$ cat src/mmf_pkg.sv
package mmf_pkg;

  // Defaults for the top-level parameters
  localparam int MAX_DIM_DEF = 8;
  localparam int ELEM_W_DEF  = 16;

  // Fixed field widths
  localparam int OP_W    = 2;
  localparam int IDX_W   = 3;
  localparam int CFG_W   = 4;
  localparam int APB_W   = 32;
  localparam int PADDR_W = 4;
  localparam int REG_W   = 2;

  // Operation codes
  localparam logic [OP_W-1:0] OP_WR_A    = 2'd0;
  localparam logic [OP_W-1:0] OP_WR_B    = 2'd1;
  localparam logic [OP_W-1:0] OP_COMPUTE = 2'd2;

  // Register indexes (byte address = 4 * index)
  localparam logic [REG_W-1:0] REG_ROWS_M  = 2'd0;
  localparam logic [REG_W-1:0] REG_COLS_N  = 2'd1;
  localparam logic [REG_W-1:0] REG_INNER_K = 2'd2;

  localparam logic [CFG_W-1:0] DIM_RESET = 4'd8;

  // Tag that travels with each read pair through the multiply-accumulate pipe
  typedef struct packed {
    logic vld;
    logic first;
    logic last;
  } mmf_issue_t;

endpackage

$ cat src/mmf_ram.sv
module mmf_ram #(
  parameter int WIDTH = 16,
  parameter int DEPTH = 64
) (
  input  logic                     clk,
  input  logic                     we,
  input  logic [$clog2(DEPTH)-1:0] waddr,
  input  logic [WIDTH-1:0]         wdata,
  input  logic                     re,
  input  logic [$clog2(DEPTH)-1:0] raddr,
  output logic [WIDTH-1:0]         rdata
);

  logic [WIDTH-1:0] mem [DEPTH];
  logic [WIDTH-1:0] rdata_r;

  always_ff @(posedge clk) begin
    if (we) begin
      mem[waddr] <= wdata;
    end
    if (re) begin
      rdata_r <= mem[raddr];
    end
  end

  assign rdata = rdata_r;

endmodule

$ cat src/mmf_mac.sv
module mmf_mac #(
  parameter int MAX_DIM       = mmf_pkg::MAX_DIM_DEF,
  parameter int ELEMENT_WIDTH = mmf_pkg::ELEM_W_DEF
) (
  input  logic                                                  clk,
  input  logic                                                  rst_n,
  input  mmf_pkg::mmf_issue_t                                   issue,
  input  logic [ELEMENT_WIDTH-1:0]                              rdata_a,
  input  logic [ELEMENT_WIDTH-1:0]                              rdata_b,
  input  logic                                                  emit_ack,
  output logic signed [2*ELEMENT_WIDTH+$clog2(MAX_DIM)-1:0]     acc_sum,
  output logic                                                  acc_done
);

  import mmf_pkg::*;

  localparam int PROD_W = 2 * ELEMENT_WIDTH;
  localparam int RES_W  = PROD_W + $clog2(MAX_DIM);

  mmf_issue_t                s1_r, s2_r;
  logic signed [PROD_W-1:0]  prod_r, prod_nxt;
  logic signed [RES_W-1:0]   acc_r, acc_nxt, prod_ext;
  logic                      done_r, done_nxt;
  logic signed [ELEMENT_WIDTH-1:0] a_s, b_s;

  assign a_s      = rdata_a;
  assign b_s      = rdata_b;
  assign prod_nxt = a_s * b_s;
  assign prod_ext = RES_W'(prod_r);

  always_comb begin
    acc_nxt  = acc_r;
    done_nxt = done_r;
    if (s2_r.vld) begin
      acc_nxt = s2_r.first ? prod_ext : acc_r + prod_ext;
    end
    if (s2_r.vld && s2_r.last) begin
      done_nxt = 1'b1;
    end else if (emit_ack) begin
      done_nxt = 1'b0;
    end
  end

  always_ff @(posedge clk) begin
    if (!rst_n) begin
      s1_r   <= '0;
      s2_r   <= '0;
      done_r <= 1'b0;
    end else begin
      s1_r   <= issue;
      s2_r   <= s1_r;
      done_r <= done_nxt;
    end
  end

  always_ff @(posedge clk) begin
    prod_r <= prod_nxt;
    acc_r  <= acc_nxt;
  end

  assign acc_sum  = acc_r;
  assign acc_done = done_r;

  // A finished sum waits only with the pipe empty
  a_done_pipe_empty: assert property (@(posedge clk) disable iff (!rst_n)
    done_r |-> (!s1_r.vld && !s2_r.vld))
    else $error("mmf_mac: products in flight while a sum waits");

  // The last product of an element always marks the sum done
  a_done_from_last: assert property (@(posedge clk) disable iff (!rst_n)
    (s2_r.vld && s2_r.last) |=> done_r)
    else $error("mmf_mac: last product did not mark the sum done");

endmodule

$ cat src/mmf_seq.sv
module mmf_seq #(
  parameter int MAX_DIM       = mmf_pkg::MAX_DIM_DEF,
  parameter int ELEMENT_WIDTH = mmf_pkg::ELEM_W_DEF
) (
  input  logic                                              clk,
  input  logic                                              rst_n,
  input  logic                                              start,
  input  logic [$clog2(MAX_DIM+1)-1:0]                      m_dim,
  input  logic [$clog2(MAX_DIM+1)-1:0]                      n_dim,
  input  logic [$clog2(MAX_DIM+1)-1:0]                      k_dim,
  input  logic signed [2*ELEMENT_WIDTH+$clog2(MAX_DIM)-1:0] acc_sum,
  input  logic                                              acc_done,
  input  logic                                              out_stall,
  output logic                                              busy,
  output mmf_pkg::mmf_issue_t                               issue,
  output logic [$clog2(MAX_DIM*MAX_DIM)-1:0]                rd_addr_a,
  output logic [$clog2(MAX_DIM*MAX_DIM)-1:0]                rd_addr_b,
  output logic                                              emit_ack,
  output logic                                              out_valid,
  output logic [mmf_pkg::IDX_W-1:0]                         out_row,
  output logic [mmf_pkg::IDX_W-1:0]                         out_col,
  output logic signed [2*ELEMENT_WIDTH+$clog2(MAX_DIM)-1:0] out_value,
  output logic                                              out_last
);

  import mmf_pkg::*;

  localparam int IW    = $clog2(MAX_DIM);
  localparam int AW    = $clog2(MAX_DIM * MAX_DIM);
  localparam int DIM_W = $clog2(MAX_DIM + 1);
  localparam int RES_W = 2 * ELEMENT_WIDTH + IW;

  localparam logic [1:0] ST_IDLE = 2'd0;
  localparam logic [1:0] ST_RUN  = 2'd1;
  localparam logic [1:0] ST_WAIT = 2'd2;

  logic [1:0]              state_r, state_nxt;
  logic [IW-1:0]           i_r, i_nxt, j_r, j_nxt, t_r, t_nxt;
  logic                    out_valid_r, out_valid_nxt;
  logic [IDX_W-1:0]        out_row_r, out_col_r;
  logic signed [RES_W-1:0] out_value_r;
  logic                    out_last_r;
  logic                    t_last, j_last, i_last, elem_last, slot_free, emit;

  assign t_last    = DIM_W'(t_r) == (k_dim - DIM_W'(1));
  assign j_last    = DIM_W'(j_r) == (n_dim - DIM_W'(1));
  assign i_last    = DIM_W'(i_r) == (m_dim - DIM_W'(1));
  assign elem_last = i_last && j_last;
  assign slot_free = !out_valid_r || !out_stall;
  assign emit      = (state_r == ST_WAIT) && acc_done && slot_free;

  assign issue.vld   = (state_r == ST_RUN);
  assign issue.first = (t_r == '0);
  assign issue.last  = t_last;
  assign rd_addr_a   = AW'(i_r) * AW'(MAX_DIM) + AW'(t_r);
  assign rd_addr_b   = AW'(t_r) * AW'(MAX_DIM) + AW'(j_r);

  always_comb begin
    state_nxt = state_r;
    i_nxt     = i_r;
    j_nxt     = j_r;
    t_nxt     = t_r;
    case (state_r)
      ST_IDLE: begin
        if (start) begin
          state_nxt = ST_RUN;
          i_nxt     = '0;
          j_nxt     = '0;
          t_nxt     = '0;
        end
      end
      ST_RUN: begin
        if (t_last) begin
          t_nxt     = '0;
          state_nxt = ST_WAIT;
        end else begin
          t_nxt = t_r + IW'(1);
        end
      end
      ST_WAIT: begin
        if (emit) begin
          if (elem_last) begin
            state_nxt = ST_IDLE;
          end else begin
            state_nxt = ST_RUN;
            if (j_last) begin
              j_nxt = '0;
              i_nxt = i_r + IW'(1);
            end else begin
              j_nxt = j_r + IW'(1);
            end
          end
        end
      end
      default: begin
        state_nxt = ST_IDLE;
      end
    endcase
  end

  assign out_valid_nxt = emit || (out_valid_r && out_stall);

  always_ff @(posedge clk) begin
    if (!rst_n) begin
      state_r     <= ST_IDLE;
      i_r         <= '0;
      j_r         <= '0;
      t_r         <= '0;
      out_valid_r <= 1'b0;
    end else begin
      state_r     <= state_nxt;
      i_r         <= i_nxt;
      j_r         <= j_nxt;
      t_r         <= t_nxt;
      out_valid_r <= out_valid_nxt;
    end
  end

  always_ff @(posedge clk) begin
    if (emit) begin
      out_row_r   <= IDX_W'(i_r);
      out_col_r   <= IDX_W'(j_r);
      out_value_r <= acc_sum;
      out_last_r  <= elem_last;
    end
  end

  assign busy      = (state_r != ST_IDLE);
  assign emit_ack  = emit;
  assign out_valid = out_valid_r;
  assign out_row   = out_row_r;
  assign out_col   = out_col_r;
  assign out_value = out_value_r;
  assign out_last  = out_last_r;

  // No stale sum may be pending while the next element is being read
  a_run_no_done: assert property (@(posedge clk) disable iff (!rst_n)
    (state_r == ST_RUN) |-> !acc_done)
    else $error("mmf_seq: sum pending while issuing reads");

  // The final element of a run returns the walker to idle
  a_last_to_idle: assert property (@(posedge clk) disable iff (!rst_n)
    (emit && elem_last) |=> (state_r == ST_IDLE && out_valid_r && out_last_r))
    else $error("mmf_seq: run did not end after its last element");

endmodule

$ cat src/matrix_multiply_fixed.sv
// Channel   Direction  Handshake               Payload
// in_*      input      in_valid / in_stall     operation, row_index, col_index, element_value
// out_*     output     out_valid / out_stall   result_row, result_col, result_value, last
// APB       input      psel, penable, pwrite   paddr, pwdata -> rows_m, cols_n, inner_k
//
// An element write does not stall the input; a new transaction is taken in the next cycle.
// A compute transaction walks the m*n C elements in turn: one shared multiply-accumulate
// unit reads one A and one B entry per cycle (one read port per store), and each C
// element's sum then passes the read, multiply and add registers before it is emitted.
// in_stall is high while a compute walk runs; out_stall holds the output register
// and pauses the walk before the next element is loaded.
// rst_n is synchronous; the stores are not cleared and hold garbage until written.
module matrix_multiply_fixed #(
  parameter int MAX_DIM       = mmf_pkg::MAX_DIM_DEF,
  parameter int ELEMENT_WIDTH = mmf_pkg::ELEM_W_DEF
) (
  input  logic                                              clk,
  input  logic                                              rst_n,
  // input transactions
  input  logic                                              in_valid,
  output logic                                              in_stall,
  input  logic [mmf_pkg::OP_W-1:0]                          in_operation,
  input  logic [mmf_pkg::IDX_W-1:0]                         in_row_index,
  input  logic [mmf_pkg::IDX_W-1:0]                         in_col_index,
  input  logic signed [ELEMENT_WIDTH-1:0]                   in_element_value,
  // result transactions
  output logic                                              out_valid,
  input  logic                                              out_stall,
  output logic [mmf_pkg::IDX_W-1:0]                         out_result_row,
  output logic [mmf_pkg::IDX_W-1:0]                         out_result_col,
  output logic signed [2*ELEMENT_WIDTH+$clog2(MAX_DIM)-1:0] out_result_value,
  output logic                                              out_last,
  // configuration
  input  logic                                              psel,
  input  logic                                              penable,
  input  logic                                              pwrite,
  input  logic [mmf_pkg::PADDR_W-1:0]                       paddr,
  input  logic [mmf_pkg::APB_W-1:0]                         pwdata,
  output logic [mmf_pkg::APB_W-1:0]                         prdata,
  output logic                                              pready
);

  import mmf_pkg::*;

  localparam int DEPTH = MAX_DIM * MAX_DIM;
  localparam int AW    = $clog2(DEPTH);
  localparam int DIM_W = $clog2(MAX_DIM + 1);

  // Size registers as written; clamped below
  logic [CFG_W-1:0] rows_m_r, cols_n_r, inner_k_r;
  logic [CFG_W-1:0] m_full, n_full, k_full;
  logic [DIM_W-1:0] m_dim, n_dim, k_dim;
  logic [REG_W-1:0] reg_idx;
  logic             cfg_wr;

  logic             in_acc, wr_a, wr_b, start;
  logic [AW-1:0]    wr_addr, rd_addr_a, rd_addr_b;
  logic [ELEMENT_WIDTH-1:0] rdata_a, rdata_b;
  mmf_issue_t       issue;
  logic             busy, emit_ack, acc_done;
  logic signed [2*ELEMENT_WIDTH+$clog2(MAX_DIM)-1:0] acc_sum;

  // ---------------------------------------------------------------- config
  assign pready  = 1'b1;
  assign cfg_wr  = psel && penable && pwrite && pready;
  assign reg_idx = paddr[PADDR_W-1:2];

  always_ff @(posedge clk) begin
    if (!rst_n) begin
      rows_m_r  <= DIM_RESET;
      cols_n_r  <= DIM_RESET;
      inner_k_r <= DIM_RESET;
    end else if (cfg_wr) begin
      case (reg_idx)
        REG_ROWS_M:  rows_m_r  <= pwdata[CFG_W-1:0];
        REG_COLS_N:  cols_n_r  <= pwdata[CFG_W-1:0];
        REG_INNER_K: inner_k_r <= pwdata[CFG_W-1:0];
        default: begin
          // address past the register list: drop the write
        end
      endcase
    end
  end

  always_comb begin
    case (reg_idx)
      REG_ROWS_M:  prdata = APB_W'(rows_m_r);
      REG_COLS_N:  prdata = APB_W'(cols_n_r);
      REG_INNER_K: prdata = APB_W'(inner_k_r);
      default:     prdata = '0;
    endcase
  end

  // Zero acts as one, anything above MAX_DIM acts as MAX_DIM
  always_comb begin
    m_full = (rows_m_r == '0) ? CFG_W'(1) :
             (rows_m_r > CFG_W'(MAX_DIM)) ? CFG_W'(MAX_DIM) : rows_m_r;
    n_full = (cols_n_r == '0) ? CFG_W'(1) :
             (cols_n_r > CFG_W'(MAX_DIM)) ? CFG_W'(MAX_DIM) : cols_n_r;
    k_full = (inner_k_r == '0) ? CFG_W'(1) :
             (inner_k_r > CFG_W'(MAX_DIM)) ? CFG_W'(MAX_DIM) : inner_k_r;
  end

  assign m_dim = DIM_W'(m_full);
  assign n_dim = DIM_W'(n_full);
  assign k_dim = DIM_W'(k_full);

  // ---------------------------------------------------------- input decode
  // Take a transaction only while no compute walk is running
  assign in_stall = busy;
  assign in_acc   = in_valid && !in_stall;

  // Drop element writes that fall outside the sizes in force
  assign wr_a  = in_acc && (in_operation == OP_WR_A) &&
                 (CFG_W'(in_row_index) < m_full) && (CFG_W'(in_col_index) < k_full);
  assign wr_b  = in_acc && (in_operation == OP_WR_B) &&
                 (CFG_W'(in_row_index) < k_full) && (CFG_W'(in_col_index) < n_full);
  assign start = in_acc && (in_operation == OP_COMPUTE);

  // Row-major entry, MAX_DIM entries per row
  assign wr_addr = AW'(in_row_index) * AW'(MAX_DIM) + AW'(in_col_index);

  // ---------------------------------------------------------------- stores
  mmf_ram #(
    .WIDTH (ELEMENT_WIDTH),
    .DEPTH (DEPTH)
  ) u_a_store (
    .clk   (clk),
    .we    (wr_a),
    .waddr (wr_addr),
    .wdata (in_element_value),
    .re    (issue.vld),
    .raddr (rd_addr_a),
    .rdata (rdata_a)
  );

  mmf_ram #(
    .WIDTH (ELEMENT_WIDTH),
    .DEPTH (DEPTH)
  ) u_b_store (
    .clk   (clk),
    .we    (wr_b),
    .waddr (wr_addr),
    .wdata (in_element_value),
    .re    (issue.vld),
    .raddr (rd_addr_b),
    .rdata (rdata_b)
  );

  // ------------------------------------------------- walker and output reg
  mmf_seq #(
    .MAX_DIM       (MAX_DIM),
    .ELEMENT_WIDTH (ELEMENT_WIDTH)
  ) u_seq (
    .clk       (clk),
    .rst_n     (rst_n),
    .start     (start),
    .m_dim     (m_dim),
    .n_dim     (n_dim),
    .k_dim     (k_dim),
    .acc_sum   (acc_sum),
    .acc_done  (acc_done),
    .out_stall (out_stall),
    .busy      (busy),
    .issue     (issue),
    .rd_addr_a (rd_addr_a),
    .rd_addr_b (rd_addr_b),
    .emit_ack  (emit_ack),
    .out_valid (out_valid),
    .out_row   (out_result_row),
    .out_col   (out_result_col),
    .out_value (out_result_value),
    .out_last  (out_last)
  );

  // ------------------------------------------------ multiply-accumulate
  mmf_mac #(
    .MAX_DIM       (MAX_DIM),
    .ELEMENT_WIDTH (ELEMENT_WIDTH)
  ) u_mac (
    .clk      (clk),
    .rst_n    (rst_n),
    .issue    (issue),
    .rdata_a  (rdata_a),
    .rdata_b  (rdata_b),
    .emit_ack (emit_ack),
    .acc_sum  (acc_sum),
    .acc_done (acc_done)
  );

endmodule

$ cat config.mk
export PLATFORM = sky130hd
export DESIGN_NAME = matrix_multiply_fixed
export DESIGN_NICKNAME = d
export VERILOG_FILES = /design/src/mmf_pkg.sv /design/src/mmf_ram.sv /design/src/mmf_mac.sv /design/src/mmf_seq.sv /design/src/matrix_multiply_fixed.sv
export SDC_FILE = /design/constraint.sdc
export NUM_CORES = 2
export LEC_CHECK = 0
export ABC_AREA = 1
export BUFFER_PORTS_ARGS = -buffer_cell sky130_fd_sc_hd__buf_4
export CORE_MARGIN = 5
export CORE_UTILIZATION = 44
export CTS_CLUSTER_DIAMETER = 80
export DETAILED_ROUTE_END_ITERATION = 6
export PLACE_DENSITY = 0.64
export SLEW_MARGIN = 40
export SYNTH_ARGS = -nofsm -noshare
export SYNTH_HDL_FRONTEND = slang
export SYNTH_SLANG_ARGS = --single-unit
$ cat constraint.sdc
create_clock -name clk -period 6.6 [get_ports clk]
set_clock_uncertainty 0.15 [all_clocks]
set_input_delay 0.99 -clock clk [delete_from_list [all_inputs] [get_ports clk]]
set_output_delay 0.99 -clock clk [all_outputs]
set_load 0.02 [all_outputs]
# After elaboration in Yosys (flattened, before gate mapping)
# Memory sizes are Yosys's and may differ from the RTL's. A register that Yosys moved wholly into a read port is not among the register bits.
# Cells that the tools add are included.
# word_totals
regBits,140
ram_bits,2048
input_bits,67
out_inout_bits,77
wordCells,123
mem_count,2
# op_classes
addsub,10
mul,1
n_lt_le_gt_ge,7
n_eq_ne,14
muxes,30
n_reduce_logical,38
# memory_table
name,words,width,read_ports,rd_clocked_by_memory_dff,wr,line,source
u_a_store.mem,64,16,1,1,1,mmf_ram.sv:14,logic [WIDTH-1:0] mem [DEPTH];
u_b_store.mem,64,16,1,1,1,mmf_ram.sv:14,
# ops
cell,n
adder 35 x 32 -> 35 bit,1
two-way mux 35 bit,1
multiplier 16 x 16 -> 32 bit,1
two-way mux 3 bit,8
two-way mux 4 bit,6
adder 6 x 3 -> 6 bit,3
one-hot mux 3 bit (2 select lines),3
less-than comparator 3 x 4 -> 1 bit,4
logical AND 1 bit,15
equality test 3 x 4 -> 1 bit,3
"> comparator 4 bit, second input constant",3
zero test 4 bit,3
one-hot mux 4 bit (3 select lines),1
"subtractor 4 x 1 -> 4 bit, second input constant",3
"adder 3 x 1 -> 3 bit, second input constant",3
AND reduction 2 bit,4
nonzero test 2 bit,4
two-way mux 1 bit,7
"equality test 2 x 1 -> 1 bit, second input constant",3
"equality test 2 bit, second input constant",3
zero test 2 bit,3
two-way mux 2 bit,3
"inequality test 2 x 1 -> 1 bit, second input constant",3
one-hot mux 2 bit (3 select lines),1
7 further kinds,11

# Depth between registers and ports, before layout
# depth
depth_word,9
mapped_depth,27

# Modules after synthesis
# From an unflattened synthesis, not the netlist that was laid out.
# unflattened
cells_unflattened,9474
hier_area_um2,103327.8
# by_module_without_submodules
mod,n_inst,cells_per_inst,area_each_um2,seq_area_each_um2
mmf_ram,2,3517,42259.3,31230.0
mmf_mac,1,2050,15348.5,1831.8
mmf_seq,1,210,2308.5,1501.4
matrix_multiply_fixed,1,180,1152.4,240.2

# Worst setup path before layout
# No wires, ideal clock.
# synth_timing
path_type,flip-flop to flip-flop
from,"register u_b_store.rdata_r[5], in the netlist u_b_store.rdata[5] (read register of u_b_store.mem)"
to,register u_mac.prod_r[31]
arrival_time_ns,5.465
required_ns,6.338
path_slack_ns,0.872
path_stages_with_launch,22
n_path_buf,2
path_cell_list,edfxtp_1 clkbuf_1 clkbuf_1 nand2_1 fa_1 inv_1 fa_1 inv_1 fa_1 fa_1 fa_1 fa_1 inv_1 ha_1 nand2_1 nor3_1 nand2_1 or2_2 nand3_1 inv_1 nand2_1 nand2_1
# synth_between
elab_chain_len,1
# synth_lines
item,line,source
from (decl),mmf_ram.sv:15,logic [WIDTH-1:0] rdata_r;
multiplier 16 x 16 -> 32 bit,mmf_mac.sv:28,assign prod_nxt = a_s * b_s;
net u_mac.prod_nxt[31],mmf_mac.sv:21,"logic signed [PROD_W-1:0] prod_r, prod_nxt;"
to (signal assigned),mmf_mac.sv:57,prod_r <= prod_nxt;
to (decl),mmf_mac.sv:21,
# The timed path passes the listed nets, and every way through them passes these cells.
# A chain may end at the register's enable or synchronous reset.

# Worst setup path after layout
# layout_timing
from,"register u_a_store.rdata_r[15], in the netlist u_a_store.rdata[15] (read register of u_a_store.mem)"
to,register u_mac.prod_r[30]
# layout_between
elab_chain_len,1
# layout_lines
item,line
from (decl),mmf_ram.sv:15
multiplier 16 x 16 -> 32 bit,mmf_mac.sv:28
net u_mac.prod_nxt[30],mmf_mac.sv:21
# The timed path passes the listed nets, and every way through them passes these cells.

==> run_results.csv <==
group,metric,value,unit
die,die_h,488.7,um
sta,timing.final.max_slew_violations,0,
logic_synthesis,synthesized_cell_area,100800,um^2
logic_synthesis,mean_post_synth_cell_area,11.42,um^2
grt,grtUsageTotal,22.39,%
logic_synthesis,synth_area_leader_cell,"sky130_fd_sc_hd__edfxtp_1",
routing,drt_pass1_iterations,7,
pwr,power_density,337.2,nW/um^2
cts,clock_transition_at_the_register_clock_pins_on_the_worst_setup_and_hold_paths_after_cts,60,ps
logic_synthesis,synth_async_sr_flop_share,0,%
sta,finalHoldViolCount,0,
sta,tns,0,ps
logic_synthesis,yosysTopAreaCellShare,64.24,%
final_layout,num-nets-final,9279,
routing,vias_per_cell,5.633,
cts,cts_tree,"done",
logic_synthesis,synth-edff-count,2157,
critical_path,path_class,"reg -> reg",
placed_design,dp_cell_count,11600,
sta,period_share,91.51,%
critical_path,start_kind,"flop",
critical_path,critical_path_required,7210,ps
cts,cts_inserted_buffers,217,
grt,grt_pass1_wl,406.6,mm
logic_synthesis,post_synthesis_compound_gate_area_fraction,9.113,%
logic_synthesis,cell_count_after_synthesis,8829,
routing,route.antenna.remaining_nets,0,
grt,antenna_violations_before_repair,12,
routing,dr.first_iter.drc_count,7629,
grt,grt_overflow_total,0,
grt,grt_max_degree,323,
logic_synthesis,ys_types,42,
logic_synthesis,top_reg_cell_synth,"sky130_fd_sc_hd__edfxtp_1",
die,rows,175,
logic_synthesis,post_synth_mux_area_share,0,%
cts,cts_max_level,4,
logic_synthesis,xor_xnor_fraction_of_synth_area,0.4170,%
logic_synthesis,synth_fa_ha_area_share,6.847,%
sta,unrepaired_setup_endpoints_after_global_routing,"false",
die,initial_core_utilization,44.28,%
critical_path,timing.critical_path.fanout_max,8,
sta,final_worst_path_period_need,6039,ps
die,floorplan.core_area,227700,um^2
hold_path,hp-class,"in -> reg",
cts,cts_repair_resized_insts,0,
logic_synthesis,synth_area_leaders,"sky130_fd_sc_hd__edfxtp_1 64%, sky130_fd_sc_hd__nand2_1 5.9%, sky130_fd_sc_hd__fa_1 5.2%",
critical_path,critical_path_arrival,6650,ps
die,design.die.area,238800,um^2
pwr,power.leakage,41.02,nW
logic_synthesis,synth_sequential_area_ratio,65.49,%
cts,total_number_of_clock_tree_sinks,2220,
sta,worst_slew_pin_slew,863.7,ps
die,fp.dieW,488.7,um
logic_synthesis,most_used_standard_cells_in_the_synthesized_netlist,"2157 x sky130_fd_sc_hd__edfxtp_1, 1580 x sky130_fd_sc_hd__nand2_1, 1136 x sky130_fd_sc_hd__nor2_1, 1004 x sky130_fd_sc_hd__o21ai_0, 568 x sky130_fd_sc_hd__inv_1",
critical_path,critPathSlowestCell,"sky130_fd_sc_hd__fa_1",
pwr,post-layout-total-power,37.89,mW
sta,timing.fmax,0.1656,GHz
logic_synthesis,ys_ff_latch,2220,
logic_synthesis,yosysMostFrequentCell,"sky130_fd_sc_hd__edfxtp_1",
sta,setup-violations-final,0,
pwr,peakVddDrop,396.9,uV
placed_design,finalWeightedCongestion,0.8906,
final_layout,stdcell_count,12020,
sta,max_slew_headroom_at_the_worst_pin,42.42,%
logic_synthesis,ys.warnings.count,0,
routing,drc_errors,8,
final_layout,flow.area_growth_from_synthesis,11.44,%
logic_synthesis,largest_family_of_logic_cells_by_synthesized_area,"simple AND/OR/NAND/NOR gates",
run,maxCapViolations,0,
cts,clk-insertion-delay-late,880,ps
die,pin_count,144,
critical_path,endpoint_kind,"flop",
cts,cts_buffer_depth,3,
placed_design,port-buffer-count,84,
status,outcome,"finished, violations left",
placed_design,dp_hpwl,162.7,mm
routing,via_count,67710,
grt,number_of_global_route_vias_before_repair,65150,
routing,totalWireLength,272.5,mm
routing,drt-wirelength-per-cell,22.67,um
critical_path,r2r_setup_slk,560,ps
logic_synthesis,post_synth_and_or_nand_nor_area_fraction,13.24,%
status,violations,"DRC",
cts,cts.hold.buffers_added,0,
sta,hold_ws,213.2,ps
final_layout,drive_above_1_share,8.941,%
critical_path,cpMostUsedCell,"sky130_fd_sc_hd__fa_1",
cts,cts_root_buffer,"sky130_fd_sc_hd__clkbuf_16",
critical_path,critical_path.max_stage_delay,800,ps
critical_path,cp_cell_sequence,"nand2_1 > inv_1 > fa_1 > fa_1 > buf_4 > fa_1 > fa_1 > fa_1 > inv_1 > fa_1 > inv_1 > ha_1 > nand2_1 > nor2_1 > inv_1 > nor3_1 > nor2_1 > nand3_1 > nand2_1",
-- cells in the final DEF (no fill, tap or decap), drive strengths merged, types with 11 or more instances in the layout --
master	instances
nor3	160
clkinv	108
dfxtp	63
o21ai	1064
buf	310
a21oi	103
ha	131
nand3	409
inv	579
fa	263
nand4	20
nand2	1580
xnor2	23
nor2	1137
conb	29
clkbuf	266
o22ai	496
or2	13
o21bai	11
xor2	25
bufinv	13
edfxtp	2157
-- what timing repair did --
action	in CTS	in global routing
hold endpoints to repair	0	0
setup endpoints to repair	0	1
buffers inserted	0	5
-- critical path: cells and delay by family (launching register included) --
kind	cells	cell delay [ps]
adders and majority gates	7	3670
and+or+nand+nor	7	1100
DFF	1	540
buffers and inverters	5	480
-- cells by family after synthesis --
kind of cell               Yosys count
AOI/OAI and AO/OA                 1695
xor gates and xnor gates            48
adders and majority gates          394
buffers and inverters             1139
DFF                               2220
other                                2
and+or+nand+nor                   3331
-- through the flow --
stage / util, % / setup WS [ps] / instance area (um^2)
after floorplan: - / 872.4 / 100900
after global placement: 46.13 / 432.4 / 105100
after detailed placement: 46.18 / 403.5 / 105200
after CTS: 49.22 / 390.7 / 112100
after global routing: 49.34 / 149.0 / 112400
final: 49.34 / 560.5 / 112400
-- area by class of cell --
cell class	instances	area [um^2]
timing repair buffer	310	2684
tap	3009	3765
inverter	572	2206
clock buffer	266	5685
multi-input combinational	5497	30700
sequential	2220	66060
fill	19730	115400
clock inverter	138	1239
antenna	8	20.02
-- power breakdown --
| part | switching (mW) | internal, mW |
|---|---|---|
| Clock | 5.34 | 6.66 |
| Sequential | 0.149 | 15.7 |
| Combinational | 6.55 | 3.45 |
-- routing by layer --
| layer | track usage, % | vias up | share of wire, % |
|---|---|---|---|
| met3 | 3.235 | 470 | 8.2 |
| met1 | 30.81 | 33440 | 41 |
| li1 | - | 30790 | - |
| met2 | 36.42 | 3017 | 48 |
| met4 | 8.211 | 0 | 3.5 |
| met5 | 0 | - | 0 |
-- path summary, 6_finish.rpt --
path | startpoint | endpoint | cells past startpoint
worst max-delay path | u_a_store.rdata[15] | u_mac.prod_r[30] | 19
worst min-delay path | pwdata[1] | rows_m_r[1] | 3
worst max register to register | u_a_store.rdata[15] | u_mac.prod_r[30] | 19
worst min register to register | u_mac.s1_r[0] | u_mac.s2_r[0] | 2
-- state kept, by name (all words and copies together) (netlist names) --
| signal | count |
|---|---|
| u_mac.acc_sum | 35 |
| u_mac.acc_done | 1 |
| cols_n_r | 4 |
| u_seq.t_r | 3 |
| u_seq.i_r | 3 |
| inner_k_r | 4 |
| u_b_store.rdata | 16 |
| u_b_store.mem | 1024 |
| u_seq.out_col | 3 |
| u_mac.s1_r | 3 |
| u_seq.out_last | 1 |
| u_seq.out_value | 35 |
| u_mac.prod_r | 32 |
| u_seq.j_r | 3 |
| u_seq.out_valid | 1 |
| u_mac.s2_r | 3 |
| u_seq.out_row | 3 |
| rows_m_r | 4 |
| u_a_store.mem | 1024 |
| u_seq.state_r | 2 |
| u_a_store.rdata | 16 |
Note: power is estimated with default switching activity, not from simulation.
